<file path="src/hdl/tssc_pkg.sv">
// Shared types, constants and the CRC-8 byte update for the scratchpad check.
package tssc_pkg;

  localparam int unsigned CrcBits    = 8;
  localparam int unsigned CntW       = 4;
  localparam int unsigned TempW      = 16;
  localparam int unsigned ProdW      = 20;

  localparam logic [CrcBits-1:0] CrcPoly      = 8'h8c;
  localparam logic [CntW-1:0]    CntTempLow   = 4'd0;
  localparam logic [CntW-1:0]    CntTempHigh  = 4'd1;
  localparam logic [CntW-1:0]    CntCrcByte   = 4'd8;
  localparam logic [CntW-1:0]    CntIdle      = 4'd9;

  typedef struct packed {
    logic [7:0] data_byte;
    logic       frame_start;
  } tssc_in_t;

  typedef struct packed {
    logic                    crc_ok;
    logic signed [TempW-1:0] temperature_tenths;
  } tssc_out_t;

  // Reflected CRC-8, LSB first, one data byte.
  function automatic logic [CrcBits-1:0] crc8_byte(input logic [CrcBits-1:0] crc_in,
                                                   input logic [7:0]         data);
    logic [CrcBits-1:0] crc;
    logic               fb;
    crc = crc_in;
    for (int i = 0; i < 8; i++) begin
      fb  = crc[0] ^ data[i];
      crc = {1'b0, crc[CrcBits-1:1]};
      if (fb) begin
        crc = crc ^ CrcPoly;
      end
    end
    return crc;
  endfunction

endpackage

</file>
<file path="src/hdl/tssc_frame.sv">
// Frame tracking, CRC accumulation and temperature scaling for one byte per cycle while take_i is high.
module tssc_frame import tssc_pkg::*; (
  input  logic      clk_i,
  input  logic      rst_ni,
  input  logic      take_i,
  input  tssc_in_t  item_i,
  output logic      res_valid_o,
  output tssc_out_t res_o
);

  logic [CntW-1:0]    count_q, count_d, count_eff;
  logic [CrcBits-1:0] crc_q, crc_d, crc_eff;
  logic [7:0]         temp_low_q, temp_low_d;
  logic [7:0]         temp_high_q, temp_high_d;

  logic signed [TempW-1:0] raw;
  logic signed [ProdW-1:0] prod;
  logic signed [ProdW-1:0] biased;
  logic                    ok;

  // A start flag restarts the frame before this byte is counted.
  assign count_eff = item_i.frame_start ? '0 : count_q;
  assign crc_eff   = item_i.frame_start ? '0 : crc_q;

  // raw * 10, then divide by 16 rounding toward zero.
  assign raw    = $signed({temp_high_q, temp_low_q});
  assign prod   = ($signed({{(ProdW-TempW){raw[TempW-1]}}, raw}) <<< 3)
                + ($signed({{(ProdW-TempW){raw[TempW-1]}}, raw}) <<< 1);
  assign biased = prod[ProdW-1] ? prod + ProdW'(15) : prod;
  assign ok     = (crc_eff == item_i.data_byte);

  always_comb begin
    count_d     = count_q;
    crc_d       = crc_q;
    temp_low_d  = temp_low_q;
    temp_high_d = temp_high_q;
    res_valid_o = 1'b0;
    res_o.crc_ok             = ok;
    res_o.temperature_tenths = ok ? biased[ProdW-1 -: TempW] >>> 0 : '0;
    if (take_i) begin
      count_d = count_eff;
      crc_d   = crc_eff;
      if (count_eff < CntCrcByte) begin
        if (count_eff == CntTempLow) begin
          temp_low_d = item_i.data_byte;
        end else if (count_eff == CntTempHigh) begin
          temp_high_d = item_i.data_byte;
        end
        crc_d   = crc8_byte(crc_eff, item_i.data_byte);
        count_d = count_eff + CntW'(1);
      end else if (count_eff == CntCrcByte) begin
        res_valid_o = 1'b1;
        count_d     = CntIdle;
      end
    end
  end

  always_ff @(posedge clk_i or negedge rst_ni) begin
    if (!rst_ni) begin
      count_q     <= '0;
      crc_q       <= '0;
      temp_low_q  <= '0;
      temp_high_q <= '0;
    end else begin
      count_q     <= count_d;
      crc_q       <= crc_d;
      temp_low_q  <= temp_low_d;
      temp_high_q <= temp_high_d;
    end
  end

endmodule

</file>
<file path="src/hdl/temp_sensor_scratchpad_check_core.sv">
// Top level: input register, frame logic and result register with handshakes.
//
// Scratchpad check for a one-wire temperature sensor.
// Input channel (in_valid_i/in_ready_o/in_data_i): one scratchpad byte per
// transfer; frame_start marks byte 0 and restarts the frame at any point.
// Output channel (out_valid_o/out_ready_i/out_data_o): one result per frame,
// issued on the ninth byte, with the CRC-8 check flag and the temperature in
// tenths of a degree (zero when the check fails). Other bytes give nothing.
// A byte that transfers is first held in the input register; its result is
// then registered in the result register once that register is free.
// Throughput: one byte per cycle unless out_ready_i stalls; the frame logic
// between the registers updates the CRC over all eight bits combinationally.
// Stall: when the receiver holds out_ready_i low with a result waiting, the
// input register still takes one more byte; it holds there until the
// result register drains, and in_ready_o drops meanwhile.
// Reset: both registers empty, byte count, CRC and temperature bytes cleared,
// so the first bytes after reset form a frame even without a start flag.
module temp_sensor_scratchpad_check_core import tssc_pkg::*; (
  input  logic      clk_i,
  input  logic      rst_ni,
  input  logic      in_valid_i,
  output logic      in_ready_o,
  input  tssc_in_t  in_data_i,
  output logic      out_valid_o,
  input  logic      out_ready_i,
  output tssc_out_t out_data_o
);

  logic      in_valid_q;
  tssc_in_t  in_data_q;
  logic      out_valid_q;
  tssc_out_t out_data_q;
  logic      advance;
  logic      res_valid;
  tssc_out_t res;

  // Stage 1 drains whenever the result register is free or being emptied.
  assign advance    = !out_valid_q || out_ready_i;
  assign in_ready_o = !in_valid_q || advance;

  tssc_frame u_frame (
    .clk_i       (clk_i),
    .rst_ni      (rst_ni),
    .take_i      (in_valid_q && advance),
    .item_i      (in_data_q),
    .res_valid_o (res_valid),
    .res_o       (res)
  );

  always_ff @(posedge clk_i or negedge rst_ni) begin
    if (!rst_ni) begin
      in_valid_q  <= 1'b0;
      out_valid_q <= 1'b0;
    end else begin
      if (in_ready_o) begin
        in_valid_q <= in_valid_i;
      end
      if (advance) begin
        out_valid_q <= in_valid_q && res_valid;
      end
    end
  end

  always_ff @(posedge clk_i) begin
    if (in_ready_o && in_valid_i) begin
      in_data_q <= in_data_i;
    end
    if (advance && in_valid_q && res_valid) begin
      out_data_q <= res;
    end
  end

  assign out_valid_o = out_valid_q;
  assign out_data_o  = out_data_q;

endmodule
</file>
<file path="config.mk">
export PLATFORM = sky130hd
export DESIGN_NAME = temp_sensor_scratchpad_check_core
export DESIGN_NICKNAME = d
export VERILOG_FILES = /design/src/hdl/tssc_pkg.sv /design/src/hdl/tssc_frame.sv /design/src/hdl/temp_sensor_scratchpad_check_core.sv
export SDC_FILE = /design/constraint.sdc
export NUM_CORES = 1
export LEC_CHECK = 0
export ABC_AREA = 1
export BUFFER_PORTS_ARGS = -buffer_cell sky130_fd_sc_hd__buf_4
export CAP_MARGIN = 25
export CORE_ASPECT_RATIO = 0.7
export CORE_UTILIZATION = 65
export CTS_BUF_LIST = sky130_fd_sc_hd__clkbuf_4
export DETAILED_ROUTE_END_ITERATION = 10
export PLACE_DENSITY = 0.86
export SLEW_MARGIN = 20
export SYNTH_ARGS = -nofsm -noshare
export SYNTH_HDL_FRONTEND = slang
export SYNTH_SLANG_ARGS = --single-unit
</file>
<file path="constraint.sdc">
create_clock -name clk_i -period 3.82 [get_ports clk_i]
set_input_delay 0.191 -clock clk_i [delete_from_list [all_inputs] [get_ports clk_i]]
set_output_delay 0.191 -clock clk_i [all_outputs]
set_load 0.1 [all_outputs]
</file>
==> impl_metrics.ini <==
[final_layout]
instances_no_fill = 628
fill_cells = 433
antenna_cells = 0
register_area_mm2 = 0.00153
layout.nets = 584
multi_input_area_mm2 = 0.00202
drive_above_1_share = 0.132
syn_to_final_growth_pct = 12.5

[floorplan]
std_cell_rows = 23
die_h_um = 66.4
core_mm2 = 0.00573
dieArea_mm2 = 0.00624
initial_utilization = 0.672
io_pins = 32
die_w_um = 94

[sta]
clock_skew_ns = 0.0103
fin_hold_ws_ns = 0.0484
finalMaxSlewViolations = 0
min_period_ns = 2.57
finalSetupViolCount = 0
post-route-period-util = 0.674
hold_violations = 0
grt_setup_unrepaired = false
timing.fmax_mhz = 388
worstMarginPinSlew_ns = 0.945
timing.final.ws_setup_ns = 1.25
relSlewSlack = 0.368
final.setup.tns_ns = 0

[synth]
ys_seq_elements = 56
synth_cells = 507
synth_top_area_frac = 0.203
yosysSeqAreaShare = 0.398
ys_warn_count = 0
synth_area_mm2 = 0.00385
synth.largest_area_cell = edfxtp_1
syn_area_per_cell_um2 = 7.60
synthTopCellsByArea = edfxtp_1, dfrtp_1, nand2_1
syn_nets = 539
ys_types = 43

[placed_design]
dp_cells = 609
dp_slack_ns = 1.29
hpwlAfterDp_mm = 6.68
io_buffers = 31
place.gp.congestion = 0.937

[critical_path]
crit_buf_inv = 1
r2r_end = out_data_o[11]
path_cells = ha_1 > fa_1 > nand3_1 > nand3_2 > nand2_1 > nand2_1 > nand2_1 > nand2_1 > inv_1 > nand2_1 > nor2_8 > nand3_2 > nand2_1 > nor2_1
worstReg2RegStart = u_frame.temp_low_q[2]
cp_top_family = simple AND/OR/NAND/NOR gates
path_common_cell = nand2_1
start_kind = flop
critPathMaxStageDelay_ns = 0.45
criticalPathCategory = flop to flop
cp_slowest_cell = fa_1
path_max_fanout = 9
critical_path_arrival_ns = 2.75
critPathRequiredTime_ns = 4.00
end_kind = flop
rrSetupSlack_ns = 1.25
r2r_cells = 14

[clocking]
cts_tree = built
clock-root-buffer = clkbuf_4
clk_path_buf_depth = 2
postCtsSetupRepairBufs = 0
clk_latency_ns = 0.39
cts_buffers = 5
cts-htree-levels = 2
clock_sinks = 56
clk_pin_slew_worst_paths_ns = 0.18

[hold_path]
min_from = out_ready_i
hp-class = primary input to flop
min_path_cells = 4
min_to = out_valid_o

[power_and_ir_drop]
power_density_mw_per_mm2 = 725
power_leakage_nw = 2.16
ir_drop_uv = 570
power_mw = 3.14

[global_route]
grt_remaining_overflow = 0
grt_max_degree = 31
grt_pass1_wl_mm = 14.9
track_usage = 0.318
antenna_found_initial = 0
grt_pass1_vias = 3074

[route]
totalWireLength_mm = 8.92
antenna_left = 0
first_iter_violations = 362
first_pass_iters = 5
vias_per_cell = 5.58
vias = 3504
drc = 0
routedWlPerCell_um = 14.2

[run]
drv_cap = 0

[status]
outcome = complete, no violations
[worst max-delay path by stage]
stage / start / end / slack [ns] / cells past startpoint
global route: u_frame.temp_low_q[2] / out_data_o[13] / 1.03 / 14
CTS: u_frame.temp_low_q[2] / out_data_o[11] / 1.27 / 14
detailed placement: u_frame.temp_low_q[2] / out_data_o[11] / 1.29 / 14
floorplan: out_valid_o / out_data_o[0] / 0.91 / 5
global placement: u_frame.temp_low_q[2] / out_data_o[11] / 1.41 / 14
finish: u_frame.temp_low_q[2] / out_data_o[11] / 1.25 / 14
[layout by cell type, fill, tap and decap left out, types with 2 or more instances in the layout]
cell type	instances
nand3b_1	3
xor2_1	11
inv_2	5
o21ai_0	18
nand2_1	164
a21oi_1	26
dfrtp_1	30
inv_6	2
edfxtp_1	26
nand3_1	34
ha_1	18
nor3b_1	2
buf_4	32
nor2_2	2
nand3_2	4
nor2_4	2
nor3_1	2
nor2_1	46
xnor2_1	5
clkbuf_4	5
dlygate4sd3_1	11
xor2_2	2
nand2_2	6
inv_1	68
o21ai_1	3
and2_1	2
nand4_1	3
a21oi_2	3
[through the flow]
stage,instance area (um^2),util
4_1_cts,4330,0.756
3_3_place_gp,4160,0.726
2_1_floorplan,3850,-
6_report,4330,0.756
3_5_place_dp,4160,0.726
5_1_grt,4330,0.756
[sequential cells by signal, summed over array words and instances (netlist names)]
register	cells
out_valid_o	1
in_valid_q	1
u_frame.count_q	4
out_data_o	17
in_data_q	9
u_frame.temp_high_q	8
u_frame.crc_q	8
u_frame.temp_low_q	8
[power breakdown]
group          switching (mW)  leakage, nW  internal [mW]  total [mW]
Combinational            1.32         1.51          0.662        1.98
Sequential              0.117        0.618          0.745       0.863
Clock                   0.214       0.0381         0.0818       0.296
[tightest hold or removal path, cell delays in order]
cell	delay, ns
buf_4	0.07
inv_1	0.04
nand2_1	0.08
nand2_1	0.05
[Yosys cell counts (all sizes together)]
cell type and count:
xnor2 5, nor3 4, dfrtp 30, o211ai 1
nor3b 2, a31oi 1, or2 1, nand2 171
fa 1, and2 2, xor2 14, o41ai 1
o21ai 21, inv 73, a22o 1, ha 18
a21oi 29, nand4 3, nand3 39, a211oi 1
nand3b 4, buf 3, mux2 1, edfxtp 26
nor2 51, o22a 1, o31ai 1, clkbuf 2
[final cells by class]
type | instances | share of cell area
multi-input cells | 373 | 0.465
flip-flops and latches | 56 | 0.354
repair buffers | 43 | 0.0809
inverters | 73 | 0.0633
well taps | 75 | 0.0217
clock buffers | 5 | 0.00867
clock inverters | 3 | 0.00664
[cell families (layout without fill, tap and decap cells)]
logic type	after synthesis	in the layout	share of synthesized area
fa+ha+maj	19	19	0.0637
xor+xnor	19	19	0.0520
compound gates	57	57	0.0822
mux	1	1	0.00292
buf+inv	78	124	0.0802
flops	56	56	0.398
simple gates	277	277	0.321
[timing repair]
action / 4_1_cts / 5_1_grt
hold buffers: 11 / 0
hold endpoints to repair: 40 / 0
gates resized for setup: 0 / 0
[per-layer routing]
layer,routed length [um],vias up,track usage
li1,-,1707,-
met1,4110,1630,0.464
met2,3920,152,0.497
met3,785,15,0.0575
met4,103,0,0.0654
met5,0,-,0
Power figures use the tool's default switching activity.
